$ cat src/hw/rtl/mck_pkg.sv
// mck_pkg: shared types, constants and the character code table of the morse keyer
// depends on nothing; imported by every module of the keyer
package mck_pkg;

    // character queue geometry
    localparam int FIFO_DEPTH = 16;
    localparam int FIFO_AW    = (FIFO_DEPTH > 1) ? $clog2(FIFO_DEPTH) : 1;
    localparam int FIFO_CW    = $clog2(FIFO_DEPTH + 1);

    // command queue between front and back
    localparam int CMDQ_DEPTH = 2;
    localparam int CMDQ_AW    = (CMDQ_DEPTH > 1) ? $clog2(CMDQ_DEPTH) : 1;
    localparam int CMDQ_CW    = $clog2(CMDQ_DEPTH + 1);

    // function codes on the command channel
    localparam logic [1:0] FUNC_PUT   = 2'd0;
    localparam logic [1:0] FUNC_TICK  = 2'd1;
    localparam logic [1:0] FUNC_CLEAR = 2'd2;

    // configuration register indexes
    localparam logic [1:0] CFG_DIT       = 2'd0;
    localparam logic [1:0] CFG_DAH       = 2'd1;
    localparam logic [1:0] CFG_ELEM_GAP  = 2'd2;
    localparam logic [1:0] CFG_CHAR_GAP  = 2'd3;

    // configuration reset values
    localparam logic [7:0] DIT_RESET       = 8'd4;
    localparam logic [7:0] DAH_RESET       = 8'd12;
    localparam logic [7:0] ELEM_GAP_RESET  = 8'd8;
    localparam logic [7:0] CHAR_GAP_RESET  = 8'd28;

    localparam int LETTER_COUNT = 26;
    localparam int CODE_COUNT   = 36;

    typedef struct packed {
        logic [1:0] func;
        logic [7:0] char_code;
    } mck_cmd_t;

    typedef struct packed {
        logic tone_on;
        logic idle;
        logic accepted;
    } mck_status_t;

    typedef enum logic [1:0] {
        OP_NOP,
        OP_PUT,
        OP_TICK,
        OP_CLEAR
    } mck_op_kind_t;

    // classified command handed from front to back
    typedef struct packed {
        mck_op_kind_t kind;
        logic [7:0]   code;
    } mck_op_t;

    typedef struct packed {
        logic       valid;
        logic [7:0] code;
    } mck_lookup_t;

    // code byte: element count in [7:5], pattern in [4:0], lsb first, 1 is a dah
    localparam logic [7:0] CODE_ROM [CODE_COUNT] = '{
        {3'd2, 5'd2},  {3'd4, 5'd1},  {3'd4, 5'd5},  {3'd3, 5'd1},  {3'd1, 5'd0},
        {3'd4, 5'd4},  {3'd3, 5'd3},  {3'd4, 5'd0},  {3'd2, 5'd0},  {3'd4, 5'd14},
        {3'd3, 5'd5},  {3'd4, 5'd2},  {3'd2, 5'd3},  {3'd2, 5'd1},  {3'd3, 5'd7},
        {3'd4, 5'd6},  {3'd4, 5'd11}, {3'd3, 5'd2},  {3'd3, 5'd0},  {3'd1, 5'd1},
        {3'd3, 5'd4},  {3'd4, 5'd8},  {3'd3, 5'd6},  {3'd4, 5'd9},  {3'd4, 5'd13},
        {3'd4, 5'd3},
        {3'd5, 5'd31}, {3'd5, 5'd30}, {3'd5, 5'd28}, {3'd5, 5'd24}, {3'd5, 5'd16},
        {3'd5, 5'd0},  {3'd5, 5'd1},  {3'd5, 5'd3},  {3'd5, 5'd7},  {3'd5, 5'd15}
    };

    // map an ascii letter (either case) or digit to its code byte
    function automatic mck_lookup_t code_lookup(input logic [7:0] c);
        mck_lookup_t res;
        logic [5:0]  idx;
        res.valid = 1'b1;
        idx       = '0;
        if (c inside {[8'h61:8'h7A]})
            idx = 6'(c - 8'h61);
        else if (c inside {[8'h41:8'h5A]})
            idx = 6'(c - 8'h41);
        else if (c inside {[8'h30:8'h39]})
            idx = 6'(c - 8'h30) + 6'(LETTER_COUNT);
        else
            res.valid = 1'b0;
        res.code = CODE_ROM[idx];
        return res;
    endfunction

endpackage

$ cat src/hw/rtl/mck_front.sv
// mck_front: accepts command transactions and classifies them into queue ops
// depends on mck_pkg (command and op types, code table)
module mck_front import mck_pkg::*;
(
    input  logic     cmd_valid,
    output logic     cmd_ready,
    input  mck_cmd_t cmd,
    output logic     push,
    output mck_op_t  push_op,
    input  logic     q_full
);

    mck_lookup_t lk;

    assign cmd_ready = !q_full;
    assign push      = cmd_valid && !q_full;

    always_comb
    begin
        lk           = code_lookup(cmd.char_code);
        push_op.code = lk.code;
        case (cmd.func)
            FUNC_PUT:   push_op.kind = lk.valid ? OP_PUT : OP_NOP;
            FUNC_TICK:  push_op.kind = OP_TICK;
            FUNC_CLEAR: push_op.kind = OP_CLEAR;
            default:    push_op.kind = OP_NOP;
        endcase
    end

endmodule

$ cat src/hw/rtl/mck_queue.sv
// mck_queue: short op queue that decouples the front from the back
// depends on mck_pkg (op type, queue depth)
module mck_queue import mck_pkg::*;
(
    input  logic    clk,
    input  logic    rst_n,
    input  logic    push,
    input  mck_op_t push_op,
    output logic    full,
    input  logic    pop,
    output logic    not_empty,
    output mck_op_t head_op
);

    mck_op_t              slot_reg [CMDQ_DEPTH];
    logic [CMDQ_AW-1:0]   wr_ptr_reg, wr_ptr_next;
    logic [CMDQ_AW-1:0]   rd_ptr_reg, rd_ptr_next;
    logic [CMDQ_CW-1:0]   count_reg, count_next;

    assign full      = (count_reg == CMDQ_CW'(CMDQ_DEPTH));
    assign not_empty = (count_reg != '0);
    assign head_op   = slot_reg[rd_ptr_reg];

    always_comb
    begin
        wr_ptr_next = wr_ptr_reg;
        rd_ptr_next = rd_ptr_reg;
        count_next  = count_reg;
        if (push)
            wr_ptr_next = (wr_ptr_reg == CMDQ_AW'(CMDQ_DEPTH - 1)) ?
                          '0 : wr_ptr_reg + 1'b1;
        if (pop)
            rd_ptr_next = (rd_ptr_reg == CMDQ_AW'(CMDQ_DEPTH - 1)) ?
                          '0 : rd_ptr_reg + 1'b1;
        if (push && !pop)
            count_next = count_reg + 1'b1;
        else if (pop && !push)
            count_next = count_reg - 1'b1;
    end

    always_ff @(posedge clk or negedge rst_n)
    begin
        if (!rst_n)
        begin
            wr_ptr_reg <= '0;
            rd_ptr_reg <= '0;
            count_reg  <= '0;
        end
        else
        begin
            wr_ptr_reg <= wr_ptr_next;
            rd_ptr_reg <= rd_ptr_next;
            count_reg  <= count_next;
        end
    end

    always_ff @(posedge clk)
    begin
        if (push)
            slot_reg[wr_ptr_reg] <= push_op;
    end

endmodule

$ cat src/hw/rtl/mck_back.sv
// mck_back: character store, element sequencer, timing registers and status register
// depends on mck_pkg (op and status types, store geometry, register indexes)
module mck_back import mck_pkg::*;
(
    input  logic        clk,
    input  logic        rst_n,
    input  logic        q_not_empty,
    input  mck_op_t     q_op,
    output logic        pop,
    input  logic        cfg_valid,
    output logic        cfg_ready,
    input  logic [1:0]  cfg_index,
    input  logic [7:0]  cfg_data,
    output logic        status_valid,
    input  logic        status_ready,
    output mck_status_t status
);

    // timing registers
    logic [7:0] dit_reg, dah_reg, egap_reg, cgap_reg;

    // character store, no reset: reads are guarded by the fill count
    logic [7:0]         store_mem [FIFO_DEPTH];
    logic               store_we;
    logic [FIFO_AW-1:0] head_reg, head_next;
    logic [FIFO_AW-1:0] tail_reg, tail_next;
    logic [FIFO_CW-1:0] count_reg, count_next;

    // sender state
    logic [2:0] elems_reg, elems_next;
    logic [4:0] pat_reg, pat_next;
    logic [7:0] gap_reg, gap_next;
    logic [7:0] tone_reg, tone_next;
    logic       flag_reg, flag_next;

    logic        out_valid_reg, out_valid_next;
    mck_status_t out_reg, out_next;

    logic [8:0] gap_sum;
    logic [7:0] elem_len;
    logic [7:0] head_code;

    assign cfg_ready    = 1'b1;
    assign pop          = q_not_empty && (!out_valid_reg || status_ready);
    assign status_valid = out_valid_reg;
    assign status       = out_reg;
    assign gap_sum      = {1'b0, gap_reg} + {1'b0, egap_reg};
    assign elem_len     = pat_reg[0] ? dah_reg : dit_reg;
    assign head_code    = store_mem[head_reg];

    always_comb
    begin
        head_next  = head_reg;
        tail_next  = tail_reg;
        count_next = count_reg;
        elems_next = elems_reg;
        pat_next   = pat_reg;
        gap_next   = gap_reg;
        tone_next  = tone_reg;
        flag_next  = flag_reg;
        store_we   = 1'b0;
        out_next   = out_reg;

        if (pop)
        begin
            out_next.accepted = 1'b0;
            case (q_op.kind)
                OP_PUT:
                begin
                    if (count_reg != FIFO_CW'(FIFO_DEPTH))
                    begin
                        store_we          = 1'b1;
                        tail_next         = (tail_reg == FIFO_AW'(FIFO_DEPTH - 1)) ?
                                            '0 : tail_reg + 1'b1;
                        count_next        = count_reg + 1'b1;
                        out_next.accepted = 1'b1;
                    end
                end
                OP_TICK:
                begin
                    if (tone_reg != '0)
                    begin
                        tone_next = tone_reg - 1'b1;
                        // tone ends: add element gap, saturating
                        if (tone_reg == 8'd1)
                        begin
                            flag_next = 1'b0;
                            gap_next  = gap_sum[8] ? 8'hFF : gap_sum[7:0];
                        end
                    end
                    else if (gap_reg != '0)
                        gap_next = gap_reg - 1'b1;
                    else if (elems_reg != '0)
                    begin
                        elems_next = elems_reg - 1'b1;
                        tone_next  = (elem_len == '0) ? 8'd1 : elem_len;
                        flag_next  = 1'b1;
                        pat_next   = {1'b0, pat_reg[4:1]};
                        // last element: extra silence up to the char gap
                        if (elems_reg == 3'd1)
                            gap_next = (cgap_reg > egap_reg) ? cgap_reg - egap_reg : '0;
                    end
                    else if (count_reg != '0)
                    begin
                        head_next  = (head_reg == FIFO_AW'(FIFO_DEPTH - 1)) ?
                                     '0 : head_reg + 1'b1;
                        count_next = count_reg - 1'b1;
                        elems_next = head_code[7:5];
                        pat_next   = head_code[4:0];
                    end
                end
                OP_CLEAR:
                begin
                    head_next  = '0;
                    tail_next  = '0;
                    count_next = '0;
                end
                default: ;
            endcase
            out_next.tone_on = flag_next;
            out_next.idle    = (count_next == '0) && (elems_next == '0) &&
                               (tone_next == '0) && (gap_next == '0);
        end

        if (pop)
            out_valid_next = 1'b1;
        else if (status_ready)
            out_valid_next = 1'b0;
        else
            out_valid_next = out_valid_reg;
    end

    always_ff @(posedge clk or negedge rst_n)
    begin
        if (!rst_n)
        begin
            head_reg      <= '0;
            tail_reg      <= '0;
            count_reg     <= '0;
            elems_reg     <= '0;
            pat_reg       <= '0;
            gap_reg       <= '0;
            tone_reg      <= '0;
            flag_reg      <= 1'b0;
            out_valid_reg <= 1'b0;
            dit_reg       <= DIT_RESET;
            dah_reg       <= DAH_RESET;
            egap_reg      <= ELEM_GAP_RESET;
            cgap_reg      <= CHAR_GAP_RESET;
        end
        else
        begin
            head_reg      <= head_next;
            tail_reg      <= tail_next;
            count_reg     <= count_next;
            elems_reg     <= elems_next;
            pat_reg       <= pat_next;
            gap_reg       <= gap_next;
            tone_reg      <= tone_next;
            flag_reg      <= flag_next;
            out_valid_reg <= out_valid_next;
            if (cfg_valid)
            begin
                case (cfg_index)
                    CFG_DIT:      dit_reg  <= cfg_data;
                    CFG_DAH:      dah_reg  <= cfg_data;
                    CFG_ELEM_GAP: egap_reg <= cfg_data;
                    CFG_CHAR_GAP: cgap_reg <= cfg_data;
                    default: ;
                endcase
            end
        end
    end

    always_ff @(posedge clk)
    begin
        out_reg <= out_next;
        if (store_we)
            store_mem[tail_reg] <= q_op.code;
    end

endmodule

$ cat src/hw/rtl/morse_code_keyer.sv
// morse_code_keyer: top level of the morse keyer, front classifier, op queue and sender
// depends on mck_pkg, mck_front, mck_queue and mck_back
//
//  channel   dir  handshake                payload
//  cmd       in   cmd_valid / cmd_ready    mck_cmd_t    {func, char_code}
//  status    out  status_valid/ready       mck_status_t {tone_on, idle, accepted}
//  cfg       in   cfg_valid / cfg_ready    cfg_index[1:0], cfg_data[7:0]
//
// one command transaction per clock; each gives exactly one status transaction,
// registered first in the op queue and then in the status register, and the sender
// executes one op per clock
// the front stalls only when the two-entry op queue is full; the back stalls
// only while the status register holds a transaction that is not taken
// reset is asynchronous and active low, and the block is usable in the next cycle
// cfg is always ready and takes one register write per clock
module morse_code_keyer import mck_pkg::*;
(
    input  logic        clk,
    input  logic        rst_n,
    input  logic        cmd_valid,
    output logic        cmd_ready,
    input  mck_cmd_t    cmd,
    output logic        status_valid,
    input  logic        status_ready,
    output mck_status_t status,
    input  logic        cfg_valid,
    output logic        cfg_ready,
    input  logic [1:0]  cfg_index,
    input  logic [7:0]  cfg_data
);

    // front to queue
    logic    push;
    mck_op_t push_op;
    logic    q_full;

    // queue to back
    logic    q_not_empty;
    logic    pop;
    mck_op_t q_op;

    // decode function and look up the code byte for a put
    mck_front u_front (
        .cmd_valid (cmd_valid),
        .cmd_ready (cmd_ready),
        .cmd       (cmd),
        .push      (push),
        .push_op   (push_op),
        .q_full    (q_full)
    );

    // decoupling queue of classified ops
    mck_queue u_queue (
        .clk       (clk),
        .rst_n     (rst_n),
        .push      (push),
        .push_op   (push_op),
        .full      (q_full),
        .pop       (pop),
        .not_empty (q_not_empty),
        .head_op   (q_op)
    );

    // character store, tone and gap counters, timing registers, status output
    mck_back u_back (
        .clk          (clk),
        .rst_n        (rst_n),
        .q_not_empty  (q_not_empty),
        .q_op         (q_op),
        .pop          (pop),
        .cfg_valid    (cfg_valid),
        .cfg_ready    (cfg_ready),
        .cfg_index    (cfg_index),
        .cfg_data     (cfg_data),
        .status_valid (status_valid),
        .status_ready (status_ready),
        .status       (status)
    );

endmodule

$ cat config.mk
export PLATFORM = sky130hd
export DESIGN_NAME = morse_code_keyer
export DESIGN_NICKNAME = d
export VERILOG_FILES = /design/src/hw/rtl/mck_pkg.sv /design/src/hw/rtl/mck_front.sv /design/src/hw/rtl/mck_queue.sv /design/src/hw/rtl/mck_back.sv /design/src/hw/rtl/morse_code_keyer.sv
export SDC_FILE = /design/constraint.sdc
export NUM_CORES = 1
export LEC_CHECK = 0
export BUFFER_PORTS_ARGS = -buffer_cell sky130_fd_sc_hd__buf_2
export CAP_MARGIN = 20
export CORE_MARGIN = 2
export CORE_UTILIZATION = 59
export CTS_BUF_LIST = sky130_fd_sc_hd__clkbuf_8
export CTS_CLUSTER_DIAMETER = 50
export CTS_CLUSTER_SIZE = 16
export DETAILED_ROUTE_END_ITERATION = 12
export GPL_TIMING_DRIVEN = 0
export PLACE_DENSITY = 0.82
export RECOVER_POWER = 50
export SLEW_MARGIN = 25
export SYNTH_ARGS = -nofsm -noshare
export SYNTH_HDL_FRONTEND = slang
export SYNTH_SLANG_ARGS = --single-unit
$ cat constraint.sdc
create_clock -name clk -period 2.8 [get_ports clk]
set_clock_uncertainty 0.1 [all_clocks]
set_input_delay 0.56 -clock clk [delete_from_list [all_inputs] [get_ports clk]]
set_output_delay 0.56 -clock clk [all_outputs]
set_load 0.02 [all_outputs]
==> results.cfg, run 1 <==
[cts]
worst_skew_pair.late_latency_ns = 0.56
clock_tree.buffer_depth = 3
cts_made_buffers = 22
h-tree-depth = 1
cts_tree = yes
numClockSinks = 226
clk_pin_slew_worst_paths_ns = 0.10
ctsRootBufferMaster = sky130_fd_sc_hd__clkbuf_8

[global_route]
grtUsageMet1 = 0.354
grt_start_max_net_pins = 41
vias_in_the_first_global_route = 8310
antenna_violations_before_repair = 0
wire_length_of_the_first_global_routing_pass_um = 43800
gr-total-overflow = 0
globalRouteMet2Util = 0.433
grt_use_met3 = 0.0382
gr-max-usage-layer = met2
global_route_total_usage_across_every_layer = 0.258

[detailed_routing]
drt-total-wl_um = 27500
drt_drc_violations_left = 0
via_count = 8567
vias_per_cell = 6.43
final_antenna_net_count = 0
drt-pass1-iter-count = 5
drt_iter0_markers = 834
post_drt_wl_per_cell_um = 20.7

[synth]
postSynthCellCount = 971
asyncSetResetFlopFracSynth = 0.332
synth_top_area_cell = sky130_fd_sc_hd__edfxtp_1
synth_largest_type_area_fraction = 0.382
synth.lib_cells_used.distinct = 83
yosys_register_bits = 226
synth_ff_type = sky130_fd_sc_hd__edfxtp_1
synth_edf_count = 151
syn-cell-area_sq_um = 11900
synth_warnings = 0
syn_avg_cell_area_sq_um = 12.2
yosysSeqAreaShare = 0.541
syn_nets = 1043
synth_area_leaders = sky130_fd_sc_hd__edfxtp_1 (38%), sky130_fd_sc_hd__dfrtp_1 (14%), sky130_fd_sc_hd__mux4_2 (4.9%)

[critical_path]
timing.critical_path.fanout_max = 7
crit-reg2reg-capture = u_back.status[1]
worstSetupPathType = register to register
required_ns = 3.06
reg2reg_depth = 10
critical_path_arrival_ns = 3.51
regToRegSetupSlack_ns = -0.45
crit_path_start_kind = register
r2r_start = u_back.head_reg[0]
critical_path.endpoint_type = register

[pwr]
cellPowerDensity_nw_per_um2 = 931
totalPowerFinal_w = 0.0126
peakVddDrop_v = 0.000498
leakage_power_of_the_design_nw = 5.03

[hold_path]
whs_endpoint = u_back.status_valid
hold_path.startpoint = status_ready
path_type_of_the_worst_min_delay_path = input pin to register
whs_path_depth = 3

[cells_and_area]
insertedDiodeCount = 0
flow.area_growth_from_synthesis_pct = 14.3
drive_above_1_share = 0.270
finish.net_count = 1126
largest_reg_flops = 128
fillerInstances = 1369

[timing]
finalCritPeriodShare = 1.16
timing_worst_slew_pin_value_ns = 1.17
timing.final.max_slew_violations = 0
final.min_clock_period_ns = 3.25
setup_violation_total_in_the_final_timing_report = 1
worst_path_setup_slack_after_routing_ns = -0.447
fmax_mhz = 308
hold_viol = 0
grt_setup_unrepaired = yes
timing.slew.headroom = 0.217

[die]
effective_utilization_at_floorplan = 0.605
io_pins = 31
core_box_area_sq_um = 19600
fp.dieArea_sq_um = 21200
fp.dieW_um = 146
die_h_um = 146
row_count = 51

[place]
post-dp-hpwl_um = 18900
placement.setup.worst_slack_ns = -0.885
place.gp.congestion = 0.954
placement.io_buffers = 29

[run_status]
run_status = complete, but fails checks
failed_checks = setup timing

[job]
max-cap-violations = 0
==> worst max-delay path by stage <==
stage	start	endpoint	slack [ns]	cells past startpoint
after detailed placement	u_back.head_reg[1]	u_back.status[1]	-0.88	10
after floorplan	u_back.head_reg[0]	u_back.status[1]	-0.10	9
after CTS	u_back.head_reg[0]	u_back.status[1]	-0.31	10
after global routing	u_back.egap_reg[3]	u_back.status[1]	-0.48	10
final	u_back.head_reg[0]	u_back.status[1]	-0.45	10
after global placement	u_back.head_reg[1]	u_back.status[1]	-0.93	10
==> cells by family (layout without fill, tap and decap cells) <==
family | after synthesis | in the layout | synth area share
AO/OA/AOI/OAI | 214 | 214 | 0.123
other | 1 | 1 | 0.000316
XOR/XNOR | 18 | 18 | 0.0133
adder cells (fa/ha/maj) | 47 | 47 | 0.0509
AND/OR/NAND/NOR | 287 | 287 | 0.126
flip-flops | 226 | 226 | 0.541
multiplexers | 103 | 103 | 0.120
buffers and inverters | 75 | 172 | 0.0254
==> routing by layer <==
| layer | vias to the layer above | routed length (um) |
|---|---|---|
| li1 | 3887 | - |
| met1 | 4234 | 11400 |
| met2 | 380 | 13500 |
| met3 | 66 | 1920 |
| met4 | 0 | 707 |
| met5 | - | 0 |
==> worst max-delay path: stages, from the launching register on <==
cell and delay, ns:
sky130_fd_sc_hd__dfrtp_1 0.40, sky130_fd_sc_hd__buf_6 0.17, sky130_fd_sc_hd__buf_6 0.10, sky130_fd_sc_hd__mux4_2 0.47, sky130_fd_sc_hd__mux4_2 0.54, sky130_fd_sc_hd__o31ai_4 0.21
sky130_fd_sc_hd__a32oi_2 0.15, sky130_fd_sc_hd__a21oi_1 0.20, sky130_fd_sc_hd__nand3_1 0.13, sky130_fd_sc_hd__or4_4 0.45, sky130_fd_sc_hd__nor4_2 0.14
==> cells in the mapped netlist, types with 7 or more instances <==
master                     count
sky130_fd_sc_hd__xor2_1       11
sky130_fd_sc_hd__a21oi_1      35
sky130_fd_sc_hd__or3_1        11
sky130_fd_sc_hd__nand4_1      11
sky130_fd_sc_hd__o21ai_0      57
sky130_fd_sc_hd__nand2_1      89
sky130_fd_sc_hd__buf_2         7
sky130_fd_sc_hd__a221oi_1     10
sky130_fd_sc_hd__a211oi_1     13
sky130_fd_sc_hd__and2_1       19
sky130_fd_sc_hd__dfstp_2       7
sky130_fd_sc_hd__mux2_2       47
sky130_fd_sc_hd__ha_1         45
sky130_fd_sc_hd__dfrtp_1      68
sky130_fd_sc_hd__clkbuf_1     28
sky130_fd_sc_hd__nor2_1       61
sky130_fd_sc_hd__a31oi_1       7
sky130_fd_sc_hd__nor3_1       16
sky130_fd_sc_hd__a22oi_1       7
sky130_fd_sc_hd__xnor2_1       7
sky130_fd_sc_hd__nand2b_1      7
sky130_fd_sc_hd__nand3_1      15
sky130_fd_sc_hd__edfxtp_1    151
sky130_fd_sc_hd__mux2i_1      29
sky130_fd_sc_hd__o211ai_1      8
sky130_fd_sc_hd__mux4_2       26
sky130_fd_sc_hd__inv_1        34
sky130_fd_sc_hd__nor3b_1      10
==> cell usage in the layout (no fill, tap or decap), drive strengths merged, types with 6 or more instances in the layout <==
cell type / synthesis / layout
edfxtp: 151 / 151
nand2: 89 / 89
dfrtp: 68 / 68
nor2: 63 / 63
clkbuf: 28 / 61
buf: 13 / 60
o21ai: 58 / 58
mux2: 48 / 48
ha: 45 / 45
inv: 34 / 43
a21oi: 35 / 35
mux2i: 29 / 29
mux4: 26 / 26
and2: 19 / 19
nor3: 17 / 17
nand3: 15 / 15
a211oi: 15 / 15
nand4: 12 / 12
xor2: 11 / 11
or3: 11 / 11
a221oi: 10 / 10
nor3b: 10 / 10
o211ai: 8 / 8
nand2b: 7 / 7
a22oi: 7 / 7
xnor2: 7 / 7
dfstp: 7 / 7
a31oi: 7 / 7
nor4: 7 / 7
and3: 6 / 6
o21a: 6 / 6
o31ai: 6 / 6
==> cell type report <==
type / instances / area, sq um / share of cell area
inverters: 34 / 131 / 0.00970
repair buffers: 60 / 377 / 0.0278
clock buffers: 22 / 303 / 0.0223
well taps: 265 / 332 / 0.0245
multi-input cells: 670 / 5570 / 0.411
flip-flops and latches: 226 / 6420 / 0.474
plain buffers: 40 / 272 / 0.0200
clock inverters: 16 / 141 / 0.0104
==> what timing repair did <==
item                       CTS  global route
hold buffers                 1             0
hold endpoints to repair    35             0
pin swaps                   10             4
cloned                       0             0
setup buffers               25             4
setup endpoints to repair  142           163
gates resized for setup     62            40
==> per-stage QoR <==
step	hold slack (ns)	utilization	area [sq um]	instances	TNS, ns
2_1_floorplan	0.164	-	12100	971	-0.369
3_3_place_gp	0.362	0.640	12500	1265	-57.46
3_5_place_dp	0.369	0.641	12600	1266	-67.37
4_1_cts	0.150	0.686	13400	1330	-0.310
5_1_grt	0.187	0.692	13500	1333	-12.22
6_report	0.191	0.692	13500	1333	-0.447
==> report_power, final <==
part           switching (W)  total [W]  internal [W]  leakage, nW
Clock                0.00120    0.00208      0.000885        0.235
Sequential          0.000433    0.00478       0.00435         2.29
Combinational        0.00336    0.00575       0.00239         2.50
Power figures use the tool's default switching activity.
==> inputs of run 2 (changes only) <==
Settings changed: BUFFER_PORTS_ARGS -buffer_cell sky130_fd_sc_hd__buf_2 to not set, CORE_UTILIZATION 59 to 60, DONT_BUFFER_PORTS set to 1, PLACE_DENSITY 0.82 to 0.77.
==> run 2 against run 1 <==
The run ends with capacitance limit, slew limit, setup timing left. Register-to-register slack about the same. Maximum frequency about the same. Clock power increased by 9%. Final cell count decreased by 2.8%. Cell area decreased by 1.5%.
==> results.cfg, run 2 (synthesized netlist as in run 1, its figures left out) <==
[run_status]
run_status = complete, but fails checks
failed_checks = capacitance limit, slew limit, setup timing

[cts]
numClockSinks = 226
ctsRootBufferMaster = sky130_fd_sc_hd__clkbuf_8
clock_tree.buffer_depth = 3
clk_pin_slew_worst_paths_ns = 0.10
cts_made_buffers = 23
worst_skew_pair.late_latency_ns = 0.56
h-tree-depth = 1
cts_tree = yes

[timing]
worst_path_setup_slack_after_routing_ns = -0.450
finalCritPeriodShare = 1.16
final.min_clock_period_ns = 3.25
timing.final.max_slew_violations = 76
fin_tns_setup_ns = -0.994
setup_violation_total_in_the_final_timing_report = 13
hold_viol = 0
grt_setup_unrepaired = yes
fmax_mhz = 308
timing.slew.headroom = -0.300
timing_worst_slew_pin_value_ns = 1.95

[cells_and_area]
fillerInstances = 1415
finish.net_count = 1089
flow.area_growth_from_synthesis_pct = 12.6
layout.cells.most_common = sky130_fd_sc_hd__edfxtp_1
insertedDiodeCount = 0
largest_reg_flops = 128
mostFrequentLayoutCells = sky130_fd_sc_hd__edfxtp_1 (151), sky130_fd_sc_hd__nand2_1 (87), sky130_fd_sc_hd__dfrtp_1 (65)
drive_above_1_share = 0.244

[detailed_routing]
drt_iter0_markers = 588
vias_per_cell = 6.40
drt_drc_violations_left = 0
final_antenna_net_count = 0
drt-pass1-iter-count = 5
drt-total-wl_um = 27500
via_count = 8292
post_drt_wl_per_cell_um = 21.2

[die]
fp.dieArea_sq_um = 20900
die_h_um = 145
io_pins = 31
effective_utilization_at_floorplan = 0.611
core_box_area_sq_um = 19400
fp.dieW_um = 145
row_count = 51

[job]
max-cap-violations = 1

[pwr]
peakVddDrop_v = 0.000505
cellPowerDensity_nw_per_um2 = 942
leakage_power_of_the_design_nw = 4.90

[global_route]
wire_length_of_the_first_global_routing_pass_um = 42000
grt_start_max_net_pins = 76
gr-total-overflow = 0
vias_in_the_first_global_route = 7676
global_route_total_usage_across_every_layer = 0.264
antenna_violations_before_repair = 0

[place]
placement.io_buffers = 0
placement.setup.worst_slack_ns = -1.02
place.gp.congestion = 0.912
post-dp-hpwl_um = 19000

[critical_path]
worstSetupPathType = register to register
required_ns = 3.09
critical_path.endpoint_type = register
timing.critical_path.fanout_max = 10
crit_path_start_kind = register
critical_path_arrival_ns = 3.54

[hold_path]
path_type_of_the_worst_min_delay_path = input pin to register
[run 2: cell count changes in the layout (fill, tap and decap cells not counted), moves of 4 or more]
cell                       before  now
sky130_fd_sc_hd__buf_2         24    2
sky130_fd_sc_hd__buf_4         30   21
sky130_fd_sc_hd__clkbuf_1      22   18
sky130_fd_sc_hd__inv_2          9    5
sky130_fd_sc_hd__mux2_1         8    4
[run 2: routing by layer]
layer,share of wire,vias to the layer above,global-route usage
met4,0.022,0,0.0669
met5,0,-,0
met2,0.48,299,0.425
met1,0.44,4130,0.388
met3,0.059,47,0.0305
li1,-,3816,-
[run 2: area by class of cell]
type                    instances  area [sq um]  area share
clock buffers                  23           317      0.0237
repair buffers                 22           181      0.0136
plain buffers                  40           260      0.0195
multi-input cells             670          5530       0.414
inverters                      34           131     0.00984
well taps                     265           332      0.0248
flip-flops and latches        226          6420       0.481
clock inverters                16           178      0.0133
[run 2: path summary, 6_finish.rpt]
kind	from	to	slack, ns	cells past startpoint
worst max register to register	u_back.head_reg[0]	u_back.status[1]	-0.45	10
max in group asynchronous	rst_n	u_back.count_reg[1]	0.23	2
worst min register to register	u_back.pat_reg[1]	u_back.pat_reg[1]	0.38	2
min in group asynchronous	rst_n	u_back.gap_reg[5]	1.03	2
worst max-delay path	u_back.head_reg[0]	u_back.status[1]	-0.45	10
worst min-delay path	cfg_data[1]	u_back.dah_reg[1]	0.04	1
[run 2: critical path, stage by stage (launching register included)]
cell and delay [ns]:
sky130_fd_sc_hd__dfrtp_1 0.42, sky130_fd_sc_hd__buf_6 0.16, sky130_fd_sc_hd__buf_12 0.16, sky130_fd_sc_hd__mux4_2 0.54, sky130_fd_sc_hd__mux2i_2 0.24, sky130_fd_sc_hd__o22ai_2 0.13
sky130_fd_sc_hd__o221a_2 0.32, sky130_fd_sc_hd__nor2_4 0.10, sky130_fd_sc_hd__nand4_1 0.17, sky130_fd_sc_hd__or4_4 0.59, sky130_fd_sc_hd__nor4_4 0.15
[run 2: power breakdown]
part	internal (W)	total (W)	switching [W]	leakage, nW
combinational	0.00228	0.00552	0.00324	2.35
clock	0.00102	0.00226	0.00124	0.262
sequential	0.00434	0.00480	0.000458	2.30
total	0.00764	0.0126	0.00494	4.90
[run 2: what timing repair did]
item                                    CTS  global route
endpoints found under the setup margin  134           160
buffers inserted                         11             9
gates resized for setup                  48            38
hold buffers                              2             0
hold endpoints to repair                 75             0
pin swaps                                 6             4
[run 2: metrics by stage]
step           power [W]  utilization  hold WS (ns)  cells  cell area [sq um]
2_1_floorplan    0.00846            -         0.164    971              12100
3_3_place_gp     0.00961        0.639         0.170   1236              12400
3_5_place_dp     0.00973        0.639         0.170   1236              12400
4_1_cts           0.0124        0.681        0.0307   1288              13200
5_1_grt           0.0133        0.688        0.0262   1296              13300
6_report          0.0126        0.688        0.0395   1296              13300
